`src/hdl/gkes_pkg.sv`:
```
package gkes_pkg;

  localparam int NUM_POINTS_DEF  = 33;
  localparam int COORD_WIDTH_DEF = 16;
  localparam int IDX_W           = 6;
  localparam int LEVEL_W         = 16;
  localparam int REG_W           = 16;
  localparam int Q15_SHIFT       = 15;

  localparam logic [REG_W-1:0] ALPHA_LOW    = 16'd328;
  localparam logic [REG_W-1:0] ALPHA_HIGH   = 16'd32768;
  localparam logic [REG_W-1:0] ALPHA_RESET  = 16'd16384;
  localparam logic [REG_W-1:0] THRESH_HIGH  = 16'd32768;
  localparam logic [REG_W-1:0] THRESH_RESET = 16'd16384;
  localparam logic [REG_W-1:0] Q15_HALF     = 16'd16384;

  localparam logic REG_ALPHA  = 1'b0;
  localparam logic REG_THRESH = 1'b1;

  typedef struct packed {
    logic clear;
    logic in_range;
    logic gate;
  } ctl_t;

  localparam int CTL_W = $bits(ctl_t);

endpackage

```
`src/hdl/gkes_front.sv`:
```
module gkes_front #(
  parameter int NUM_POINTS  = gkes_pkg::NUM_POINTS_DEF,
  parameter int COORD_WIDTH = gkes_pkg::COORD_WIDTH_DEF,
  parameter int ENTRY_W     = gkes_pkg::CTL_W + gkes_pkg::IDX_W + 3 * COORD_WIDTH
                              + gkes_pkg::LEVEL_W
) (
  input  logic                              clk,
  input  logic                              rst,
  input  logic                              write_enable,
  input  logic                              reg_index,
  input  logic [gkes_pkg::REG_W-1:0]        write_data,
  input  logic                              in_valid,
  output logic                              in_stall,
  input  logic                              action,
  input  logic [gkes_pkg::IDX_W-1:0]        point_index,
  input  logic signed [COORD_WIDTH-1:0]     coord_x,
  input  logic signed [COORD_WIDTH-1:0]     coord_y,
  input  logic signed [COORD_WIDTH-1:0]     coord_z,
  input  logic [gkes_pkg::LEVEL_W-1:0]      seen_level,
  input  logic                              q_full,
  output logic                              q_push,
  output logic [ENTRY_W-1:0]                q_data,
  output logic [gkes_pkg::REG_W-1:0]        alpha
);
  import gkes_pkg::*;

  logic [REG_W-1:0] threshold;
  ctl_t             ctl;

  always_ff @(posedge clk) begin
    if (rst) begin
      alpha     <= ALPHA_RESET;
      threshold <= THRESH_RESET;
    end else if (write_enable) begin
      case (reg_index)
        REG_ALPHA: begin
          if (write_data < ALPHA_LOW) begin
            alpha <= ALPHA_LOW;
          end else if (write_data > ALPHA_HIGH) begin
            alpha <= ALPHA_HIGH;
          end else begin
            alpha <= write_data;
          end
        end
        REG_THRESH: begin
          if (write_data > THRESH_HIGH) begin
            threshold <= THRESH_HIGH;
          end else begin
            threshold <= write_data;
          end
        end
        default: begin
        end
      endcase
    end
  end

  always_comb begin
    ctl.clear    = action;
    ctl.in_range = {1'b0, point_index} < (IDX_W + 1)'(NUM_POINTS);
    ctl.gate     = seen_level >= threshold;
  end

  assign in_stall = q_full;
  assign q_push   = in_valid && !q_full;
  assign q_data   = {ctl, point_index, coord_x, coord_y, coord_z, seen_level};

endmodule

```
`src/hdl/gkes_queue.sv`:
```
module gkes_queue #(
  parameter int WIDTH = 8
) (
  input  logic             clk,
  input  logic             rst,
  input  logic             push,
  input  logic [WIDTH-1:0] push_data,
  output logic             full,
  input  logic             pop,
  output logic [WIDTH-1:0] head,
  output logic             empty
);

  logic [WIDTH-1:0] slot [2];
  logic             wr_ptr;
  logic             rd_ptr;
  logic [1:0]       count;

  assign full  = count == 2'd2;
  assign empty = count == 2'd0;
  assign head  = slot[rd_ptr];

  always_ff @(posedge clk) begin
    if (push) begin
      slot[wr_ptr] <= push_data;
    end
  end

  always_ff @(posedge clk) begin
    if (rst) begin
      wr_ptr <= 1'b0;
      rd_ptr <= 1'b0;
      count  <= 2'd0;
    end else begin
      if (push) begin
        wr_ptr <= !wr_ptr;
      end
      if (pop) begin
        rd_ptr <= !rd_ptr;
      end
      if (push && !pop) begin
        count <= count + 2'd1;
      end else if (pop && !push) begin
        count <= count - 2'd1;
      end
    end
  end

endmodule

```
`src/hdl/gkes_back.sv`:
```
module gkes_back #(
  parameter int NUM_POINTS  = gkes_pkg::NUM_POINTS_DEF,
  parameter int COORD_WIDTH = gkes_pkg::COORD_WIDTH_DEF,
  parameter int ENTRY_W     = gkes_pkg::CTL_W + gkes_pkg::IDX_W + 3 * COORD_WIDTH
                              + gkes_pkg::LEVEL_W
) (
  input  logic                              clk,
  input  logic                              rst,
  input  logic [gkes_pkg::REG_W-1:0]        alpha,
  input  logic                              q_empty,
  input  logic [ENTRY_W-1:0]                q_head,
  output logic                              q_pop,
  output logic                              out_valid,
  input  logic                              out_stall,
  output logic [gkes_pkg::IDX_W-1:0]        result_index,
  output logic signed [COORD_WIDTH-1:0]     smooth_x,
  output logic signed [COORD_WIDTH-1:0]     smooth_y,
  output logic signed [COORD_WIDTH-1:0]     smooth_z,
  output logic [gkes_pkg::LEVEL_W-1:0]      result_visibility
);
  import gkes_pkg::*;

  localparam int AW    = (NUM_POINTS > 1) ? $clog2(NUM_POINTS) : 1;
  localparam int CW    = COORD_WIDTH;
  localparam int PW    = CW + 18;
  localparam int SW    = CW + 4;
  localparam int HW    = 3 * CW;

  function automatic logic signed [CW-1:0] ema_step(
    input logic signed [CW-1:0] h,
    input logic signed [CW-1:0] c,
    input logic [REG_W-1:0]     a
  );
    logic signed [CW:0]   diff;
    logic signed [PW-1:0] prod;
    logic signed [SW-1:0] sum;
    logic signed [SW-1:0] sat_max;
    logic signed [SW-1:0] sat_min;
    diff    = $signed({c[CW-1], c}) - $signed({h[CW-1], h});
    prod    = diff * $signed({1'b0, a});
    prod    = prod + $signed(PW'(Q15_HALF));
    sum     = $signed({prod[PW-1], prod[PW-1:Q15_SHIFT]}) + $signed({{4{h[CW-1]}}, h});
    sat_max = $signed({5'b00000, {(CW - 1){1'b1}}});
    sat_min = $signed({5'b11111, {(CW - 1){1'b0}}});
    if (sum > sat_max) begin
      ema_step = sat_max[CW-1:0];
    end else if (sum < sat_min) begin
      ema_step = sat_min[CW-1:0];
    end else begin
      ema_step = sum[CW-1:0];
    end
  endfunction

  ctl_t                h_ctl;
  logic [IDX_W-1:0]    h_idx;
  logic [HW-1:0]       h_coords;
  logic [LEVEL_W-1:0]  h_level;

  logic                s2_valid;
  ctl_t                s2_ctl;
  logic [IDX_W-1:0]    s2_idx;
  logic [HW-1:0]       s2_coords;
  logic [LEVEL_W-1:0]  s2_level;
  logic                s2_fire;

  logic [HW-1:0]       hist [NUM_POINTS];
  logic [HW-1:0]       hist_rd;
  logic [NUM_POINTS-1:0] seen;
  logic                seen_cur;

  logic [AW-1:0]       rd_addr;
  logic [AW-1:0]       wr_addr;
  logic                wr_en;
  logic [HW-1:0]       wr_data;
  logic [HW-1:0]       res_data;
  logic                show;

  logic signed [CW-1:0] h_lane [3];
  logic signed [CW-1:0] c_lane [3];
  logic signed [CW-1:0] n_lane [3];

  assign {h_ctl, h_idx, h_coords, h_level} = q_head;

  assign s2_fire = s2_valid && (s2_ctl.clear || !out_valid || !out_stall);
  assign q_pop   = !q_empty && (!s2_valid || s2_fire);
  assign rd_addr = h_idx[AW-1:0];
  assign wr_addr = s2_idx[AW-1:0];
  assign seen_cur = s2_ctl.in_range ? seen[wr_addr] : 1'b0;
  assign wr_en   = s2_fire && !s2_ctl.clear && s2_ctl.in_range && s2_ctl.gate;
  assign show    = s2_ctl.in_range && (seen_cur || s2_ctl.gate);

  always_comb begin
    for (int k = 0; k < 3; k++) begin
      h_lane[k] = hist_rd[(2 - k) * CW +: CW];
      c_lane[k] = s2_coords[(2 - k) * CW +: CW];
      n_lane[k] = seen_cur ? ema_step(h_lane[k], c_lane[k], alpha) : c_lane[k];
    end
    wr_data  = {n_lane[0], n_lane[1], n_lane[2]};
    res_data = '0;
    if (show) begin
      res_data = s2_ctl.gate ? wr_data : hist_rd;
    end
  end

  always_ff @(posedge clk) begin
    if (wr_en) begin
      hist[wr_addr] <= wr_data;
    end
  end

  always_ff @(posedge clk) begin
    if (q_pop) begin
      if (wr_en && (wr_addr == rd_addr)) begin
        hist_rd <= wr_data;
      end else begin
        hist_rd <= hist[rd_addr];
      end
    end
  end

  always_ff @(posedge clk) begin
    if (rst) begin
      s2_valid <= 1'b0;
    end else if (q_pop) begin
      s2_valid <= 1'b1;
    end else if (s2_fire) begin
      s2_valid <= 1'b0;
    end
  end

  always_ff @(posedge clk) begin
    if (q_pop) begin
      s2_ctl    <= h_ctl;
      s2_idx    <= h_idx;
      s2_coords <= h_coords;
      s2_level  <= h_level;
    end
  end

  always_ff @(posedge clk) begin
    if (rst) begin
      seen <= '0;
    end else if (s2_fire && s2_ctl.clear) begin
      seen <= '0;
    end else if (wr_en) begin
      seen[wr_addr] <= 1'b1;
    end
  end

  always_ff @(posedge clk) begin
    if (rst) begin
      out_valid <= 1'b0;
    end else if (s2_fire && !s2_ctl.clear) begin
      out_valid <= 1'b1;
    end else if (!out_stall) begin
      out_valid <= 1'b0;
    end
  end

  always_ff @(posedge clk) begin
    if (s2_fire && !s2_ctl.clear) begin
      result_index      <= s2_idx;
      smooth_x          <= res_data[2 * CW +: CW];
      smooth_y          <= res_data[CW +: CW];
      smooth_z          <= res_data[0 +: CW];
      result_visibility <= s2_level;
    end
  end

  a_reset_idle: assert property (@(posedge clk) rst |=> (!out_valid && !s2_valid))
    else $error("pipeline not idle after reset");

  a_clear_forgets: assert property (@(posedge clk) disable iff (rst)
    (s2_fire && s2_ctl.clear) |=> (seen == '0))
    else $error("clear left a point marked seen");

  a_write_marks: assert property (@(posedge clk) disable iff (rst)
    wr_en |=> seen[$past(wr_addr)])
    else $error("updated point not marked seen");

  a_stage_holds: assert property (@(posedge clk) disable iff (rst)
    (s2_valid && !s2_fire) |=> (s2_valid && $stable(s2_idx) && $stable(s2_ctl)))
    else $error("stalled item lost in compute stage");

endmodule

```
`src/hdl/gated_keypoint_ema_smoother_unit.sv`:
```
// Throughput: one item per cycle while in_stall is low; one result per smooth
// item, none per clear. Items go from the queue to out_valid via one EMA stage
// that reads history, multiplies and writes back with read forwarding.
// Reset clears the queue, the compute stage, out_valid and every seen bit,
// and loads alpha and threshold with 16384; history needs no clearing pass.
module gated_keypoint_ema_smoother_unit #(
  parameter int NUM_POINTS  = gkes_pkg::NUM_POINTS_DEF,
  parameter int COORD_WIDTH = gkes_pkg::COORD_WIDTH_DEF
) (
  input  logic                              clk,
  input  logic                              rst,
  input  logic                              write_enable,
  input  logic                              reg_index,
  input  logic [gkes_pkg::REG_W-1:0]        write_data,
  input  logic                              in_valid,
  output logic                              in_stall,
  input  logic                              action,
  input  logic [gkes_pkg::IDX_W-1:0]        point_index,
  input  logic signed [COORD_WIDTH-1:0]     coord_x,
  input  logic signed [COORD_WIDTH-1:0]     coord_y,
  input  logic signed [COORD_WIDTH-1:0]     coord_z,
  input  logic [gkes_pkg::LEVEL_W-1:0]      seen_level,
  output logic                              out_valid,
  input  logic                              out_stall,
  output logic [gkes_pkg::IDX_W-1:0]        result_index,
  output logic signed [COORD_WIDTH-1:0]     smooth_x,
  output logic signed [COORD_WIDTH-1:0]     smooth_y,
  output logic signed [COORD_WIDTH-1:0]     smooth_z,
  output logic [gkes_pkg::LEVEL_W-1:0]      result_visibility
);
  import gkes_pkg::*;

  localparam int ENTRY_W = CTL_W + IDX_W + 3 * COORD_WIDTH + LEVEL_W;

  logic               q_push;
  logic               q_full;
  logic               q_pop;
  logic               q_empty;
  logic [ENTRY_W-1:0] q_data;
  logic [ENTRY_W-1:0] q_head;
  logic [REG_W-1:0]   alpha;

  gkes_front #(
    .NUM_POINTS  (NUM_POINTS),
    .COORD_WIDTH (COORD_WIDTH),
    .ENTRY_W     (ENTRY_W)
  ) u_front (
    .clk          (clk),
    .rst          (rst),
    .write_enable (write_enable),
    .reg_index    (reg_index),
    .write_data   (write_data),
    .in_valid     (in_valid),
    .in_stall     (in_stall),
    .action       (action),
    .point_index  (point_index),
    .coord_x      (coord_x),
    .coord_y      (coord_y),
    .coord_z      (coord_z),
    .seen_level   (seen_level),
    .q_full       (q_full),
    .q_push       (q_push),
    .q_data       (q_data),
    .alpha        (alpha)
  );

  gkes_queue #(
    .WIDTH (ENTRY_W)
  ) u_queue (
    .clk       (clk),
    .rst       (rst),
    .push      (q_push),
    .push_data (q_data),
    .full      (q_full),
    .pop       (q_pop),
    .head      (q_head),
    .empty     (q_empty)
  );

  gkes_back #(
    .NUM_POINTS  (NUM_POINTS),
    .COORD_WIDTH (COORD_WIDTH),
    .ENTRY_W     (ENTRY_W)
  ) u_back (
    .clk               (clk),
    .rst               (rst),
    .alpha             (alpha),
    .q_empty           (q_empty),
    .q_head            (q_head),
    .q_pop             (q_pop),
    .out_valid         (out_valid),
    .out_stall         (out_stall),
    .result_index      (result_index),
    .smooth_x          (smooth_x),
    .smooth_y          (smooth_y),
    .smooth_z          (smooth_z),
    .result_visibility (result_visibility)
  );

endmodule

```
`config.mk`:
```
export PLATFORM = sky130hd
export DESIGN_NAME = gated_keypoint_ema_smoother_unit
export DESIGN_NICKNAME = d
export VERILOG_FILES = /design/src/hdl/gkes_pkg.sv /design/src/hdl/gkes_front.sv /design/src/hdl/gkes_queue.sv /design/src/hdl/gkes_back.sv /design/src/hdl/gated_keypoint_ema_smoother_unit.sv
export SDC_FILE = /design/constraint.sdc
export NUM_CORES = 2
export LEC_CHECK = 0
export BUFFER_PORTS_ARGS = -buffer_cell sky130_fd_sc_hd__clkbuf_2
export CAP_MARGIN = 20
export CORE_AREA = 2 2 576 521
export CTS_CLUSTER_SIZE = 40
export DETAILED_ROUTE_END_ITERATION = 12
export DIE_AREA = 0 0 578 523
export PLACE_DENSITY = 0.53
export SKIP_LAST_GASP = 1
export SYNTH_ARGS = -nofsm -noshare
export SYNTH_HDL_FRONTEND = slang
export SYNTH_SLANG_ARGS = --single-unit
export TNS_END_PERCENT = 20
```
`constraint.sdc`:
```
create_clock -name clk -period 14.4 [get_ports clk]
set_clock_uncertainty 0.05 [all_clocks]
set_input_delay 0.72 -clock clk [delete_from_list [all_inputs] [get_ports clk]]
set_output_delay 0.72 -clock clk [all_outputs]
set_load 0.03 [all_outputs]
```
# Yosys cells after proc, flatten, opt, wreduce, memory -nomap -nowiden
# Memory sizes are Yosys's and may differ from the RTL's. A register that Yosys moved wholly into a read port is not among the register bits.
# Index checks and enable logic that the tools add are counted.
# totals
register_bits,214
mem_bits_rw,1730
out_inout_bits,72
n_memories,2
# mem_list
name,words,width,read_ports,rd_ports_with_merged_regs,write_ports,line_no,source
u_back.hist,33,48,1,1,1,gkes_back.sv:66,logic [HW-1:0] hist [NUM_POINTS];
u_queue.slot,2,73,1,1,1,gkes_queue.sv:14,logic [WIDTH-1:0] slot [2];
# op_classes
n_addsub,11
mul,3
n_lt_le_gt_ge,12
n_eq_ne,2
mux,29
n_bitwise,2
reduce_logical,31
# ops
op,count
2-to-1 mux 16 bit,11
"adder 34 x 16 -> 34 bit, second input constant",3
multiplier 17 x 17 -> 34 bit,3
adder 19 x 16 -> 20 bit,3
"greater-than comparator 20 x 16 -> 1 bit, second input constant",3
"less-than comparator 20 x 16 -> 1 bit, second input constant",3
subtractor 16 x 16 -> 17 bit,3
2-to-1 mux 48 bit,1
OR 33 bit,1
greater-or-equal comparator 16 bit,1
"greater-than comparator 16 bit, second input constant",1
"less-than comparator 16 x 9 -> 1 bit, second input constant",1
2-to-1 mux 1 bit,13
logical AND 1 bit,11
zero test 1 bit,10
"less-than comparator 6 x 7 -> 1 bit, second input constant",1
binary-select mux 1 bit (select 6 bit),1
demux 1 bit (select 6 bit),1
"greater-or-equal comparator 6 x 1 -> 1 bit, second input constant",1
"less-than comparator 6 bit, second input constant",1
logical OR 1 bit,4
2-to-1 mux 2 bit,2
AND reduction 2 bit,2
nonzero test 2 bit,2
7 further kinds,7

# Logic depth before layout (Yosys ltp)
# depth
ltp_word,9
depth_mapped,49

# By module
# A second synthesis with hierarchy kept.
# hier_totals
cells_unflattened,7792
area_unflattened_um2,113224.8
# modules_own_cells
mod,instances,cells_per_inst,area_each_um2,seq_area_each_um2
gkes_back,1,7294,105596.3,54001.8
gkes_queue,1,249,5500.3,4484.3
gkes_front,1,249,2128.3,640.6

# Worst setup path after synthesis
# OpenSTA, ideal clock, no wires.
# synth_timing
path_type,reg2reg
start,"register u_back.s2_coords[16], in the netlist u_back.c_lane[16]"
end,memory u_back.hist[0][20] (netlist bit) (data pin)
setup_ns,0.462
t_arrival_ns,11.381
required_time_ns,13.888
slack_ns,2.507
path_stages_with_launch,44
n_path_buf,2
path_cell_list,edfxtp_1 inv_1 ha_1 fa_1 nor2b_1 o21ai_0 a21boi_0 o21ai_0 a21boi_0 o21ai_0 a21boi_1 o21a_1 o41ai_1 buf_2 mux2i_1 fa_1 inv_1 fa_1 (+8 left out) o21ai_0 a21oi_1 o21ai_0 a41o_1 o21a_1 nor2_1 xnor2_1 ha_1 a21o_1 a21o_1 a21o_1 a21o_1 nor4b_4 a41oi_2 buf_2 nor3_1 nor2_1 o21ai_0
# synth_lines
item,line_no,source
"start, declared",gkes_back.sv:62,logic [HW-1:0] s2_coords;
"start signal, assigned",gkes_back.sv:135,s2_coords <= h_coords;
"end, declared",gkes_back.sv:66,

==> flow_metrics.py <==
metrics = {
    "status": {
        "status": "finished, final reports clean",
    },
    "die": {
        "rows": 190,
        "io_pins": 165,
        "core_mm2": 0.296,
        "start_util_pct": 39.8,
        "dieArea_mm2": 0.302,
        "die_w_um": 578,
        "die_h_um": 523,
    },
    "synth": {
        "synth_edf_count": 1921,
        "synth_top_family_by_area": "adder cells",
        "synth_fa_ha_area_share_pct": 18.5,
        "yosysMostFrequentCell": "nand2_1",
        "synth-seq-cells": 1993,
        "postSynthAreaPerCell_um2": 11.1,
        "syn_inst": 10600,
        "yosys.area_share.simple_pct": 15.8,
        "ys_top_cells_by_count": "2072 x nand2_1, 1921 x edfxtp_1, 1124 x inv_1",
        "synth_top_area_share_pct": 48.9,
        "yosysSeqAreaShare_pct": 50.1,
        "yosys_warnings": 0,
        "synthFlopType": "edfxtp_1",
        "synth.distinct_cells": 92,
        "synth-compound-area-share_pct": 7.12,
        "syn_area_mm2": 0.118,
        "synth_top_cell_by_area": "edfxtp_1",
        "synthXorXnorAreaFrac_pct": 1.12,
        "ys_top_cells_by_area": "edfxtp_1 49%, fa_1 14%, nand2_1 6.6%, ha_1 4.4%, nand3_1 3.7%",
        "async_reset_ff_share_pct": 0,
        "syn_nets": 11900,
        "synthMuxAreaShare_pct": 1.55,
    },
    "worst_hold_path": {
        "hold_class": "input port to register",
        "whs_path_depth": 1,
    },
    "worst_setup_path": {
        "cp-endpoint": "u_back.hist[20][3]",
        "reg2reg_depth": 45,
        "cp.required_ns": 14.74,
        "path_class": "register to register",
        "crit_top_cell": "inv_1",
        "end_kind": "register",
        "max_stage_delay_ns": 0.64,
        "r2r-start": "u_back.c_lane[0]",
        "path_depth": 45,
        "reg2reg_to": "u_back.hist[20][3]",
        "crit_buf_inv": 9,
        "reg2reg_slack_ns": 0.94,
        "start_kind": "register",
        "cp.arrival_ns": 13.80,
        "slowest_stage": "inv_1",
        "path_delay_family": "compound AO/OA/AOI/OAI gates",
        "cp-startpoint": "u_back.c_lane[0]",
        "worstPathMaxFanout": 33,
    },
    "timing": {
        "post-route-period-util_pct": 93.5,
        "fin_crit_ns": 13.46,
        "final-setup-viol-count": 0,
        "maxSlewHeadroom_pct": 20.4,
        "fmax_ghz": 0.0743,
        "tightestPinTransition_ns": 1.19,
        "finalHoldViolations": 0,
        "drv_slew": 0,
    },
    "final_layout": {
        "final_area_mm2": 0.131,
        "syn2layout_area_growth_pct": 11.0,
        "fill_cells": 27400,
        "final_nets": 11900,
        "drive_gt1_share_pct": 8.65,
    },
    "clocking": {
        "root_buffer": "clkbuf_16",
        "clockBufferDepth": 3,
        "path_clk_slew_ns": 0.06,
        "cts_tree": "yes",
        "cts_made_buffers": 200,
        "clock_latency_ns": 0.88,
        "h-tree-depth": 4,
        "cts_sinks": 1993,
        "post_cts.repair.setup_buffers": 0,
    },
    "global_routing": {
        "antenna_found_initial": 14,
        "grt_use_met1_pct": 32.8,
        "grt.met2_usage_pct": 39.5,
        "grt-busiest-layer": "met2",
        "met3_usage_pct": 2.55,
        "grt_overflow": 0,
        "grt_start_max_net_pins": 161,
        "grt_usage_pct": 23.6,
        "grt_pass1_wl_um": 533000,
        "grt_pass1_vias": 80200,
    },
    "routing": {
        "vias": 80600,
        "dr.pass1.iters": 6,
        "viasPerCell": 5.48,
        "routedWlPerCell_um": 24.3,
        "drtIter0Drc": 7670,
        "ant_nets": 0,
        "finalWirelength_um": 357000,
        "drc": 0,
    },
    "placed_design": {
        "place_area_mm2": 0.124,
        "routabilityCongestion": 0.911,
        "port_buffers": 164,
        "hpwl_um": 223000,
    },
    "job": {
        "cap_violations": 0,
    },
}
## flip-flops by register name, summed over array words and instances (netlist names), 16 cells and up, named ones only
signal / flops
u_back.c_lane: 48
u_back.h_lane: 48
u_back.hist: 1584
u_back.result_visibility: 16
u_back.s2_level: 16
u_back.seen: 33
u_back.smooth_x: 16
u_back.smooth_y: 16
u_back.smooth_z: 16
u_front.alpha: 16
u_front.threshold: 16
u_queue.slot: 146
## cell usage in the layout (no fill, tap or decap), types with 30 or more instances in the layout
cell type,n
nand2_1,2071
edfxtp_1,1921
inv_1,1122
nand3_1,881
fa_1,819
ha_1,419
and2_1,315
a311oi_1,243
nor2_1,235
buf_4,212
a21oi_1,207
clkbuf_16,200
o21ai_0,184
clkbuf_2,164
and3_1,149
nand2b_1,117
xnor2_1,112
mux2_2,106
nor2b_1,98
o21a_1,71
a31oi_1,68
dlygate4sd3_1,68
dfxtp_1,55
nor3_1,48
mux2i_1,46
clkinv_1,45
o211ai_1,43
a21o_1,40
nand3b_1,40
clkbuf_1,39
xor2_1,38
clkinv_2,36
nor2_4,34
a211oi_1,33
a41oi_1,30
## per-layer routing
| metal | share of wire, % | routed length [um] | up-vias |
|---|---|---|---|
| met5 | 0 | 0 | - |
| met4 | 2.7 | 9590 | 0 |
| met3 | 5.9 | 21100 | 494 |
| met2 | 48 | 172000 | 2666 |
| met1 | 43 | 155000 | 41100 |
| li1 | - | - | 36300 |
## cell type report
| class | instances | area [um^2] | share of cell area [%] |
|---|---|---|---|
| antenna | 5 | 12.5 | 0.00956 |
| clock buffer | 239 | 5150 | 3.93 |
| clock inverter | 125 | 1380 | 1.05 |
| inverter | 1131 | 4270 | 3.26 |
| multi-input combinational | 6828 | 52600 | 40.1 |
| sequential | 1993 | 59200 | 45.2 |
| tap | 3936 | 4920 | 3.76 |
| timing repair buffer | 463 | 3470 | 2.65 |
| timing repair inverter | 1 | 7.51 | 0.00573 |
## worst register-to-register path: cells and delay by family (launching register included)
family,cells,cell delay (ns)
adder cells (fa/ha/maj),10,4.21
AND/OR/NAND/NOR,6,1.29
XOR/XNOR,2,0.26
flip-flops,1,0.41
AO/OA/AOI/OAI,18,5.47
buffers and inverters,9,1.25
## through the flow
| step | worst slack, ns | setup TNS (ns) | std cells | util (%) | hold slack, ns |
|---|---|---|---|---|---|
| 4_1_cts | 0.976 | 0 | 14700 | 44.1 | 0.00121 |
| 5_1_grt | -0.00949 | -0.135 | 14700 | 44.2 | 0.0181 |
| 2_1_floorplan | 2.51 | 0 | 10600 | - | 0.350 |
| 6_report | 0.942 | 0 | 14700 | 44.2 | 0.0619 |
| 3_3_place_gp | 0.992 | 0 | 14300 | 41.7 | 0.353 |
| 3_5_place_dp | 1.02 | 0 | 14300 | 41.7 | 0.355 |
## worst min path at each step
| stage | start | end | slack, ns |
|---|---|---|---|
| 2_1_floorplan | u_back.s2_level[0] | u_back.result_visibility[0] | 0.35 |
| 3_3_place_gp | u_back.s2_level[9] | u_back.result_visibility[9] | 0.35 |
| 3_5_place_dp | u_back.s2_level[14] | u_back.result_visibility[14] | 0.36 |
| 4_1_cts | point_index[5] | u_queue.slot[0][69] | 0.001 |
| 5_1_grt | point_index[5] | u_queue.slot[1][69] | 0.02 |
| 6_report | point_index[5] | u_queue.slot[0][69] | 0.06 |
## cell families after synthesis
logic type / after synthesis
adders and majority gates: 1250
AOI/OAI and AO/OA: 1175
and+or+nand+nor: 4089
buffers and inverters: 1785
muxes: 163
xor gates and xnor gates: 151
DFF: 1993
## timing repair
item,4_1_cts,5_1_grt
endpoints found under the setup margin,0,66
gates resized for setup,0,4
hold endpoints to repair,136,0
hold buffers,68,0
Power is left out: the tool's default activity adds up to more than one toggle a clock period on the data nets, which glitch-free logic cannot reach.
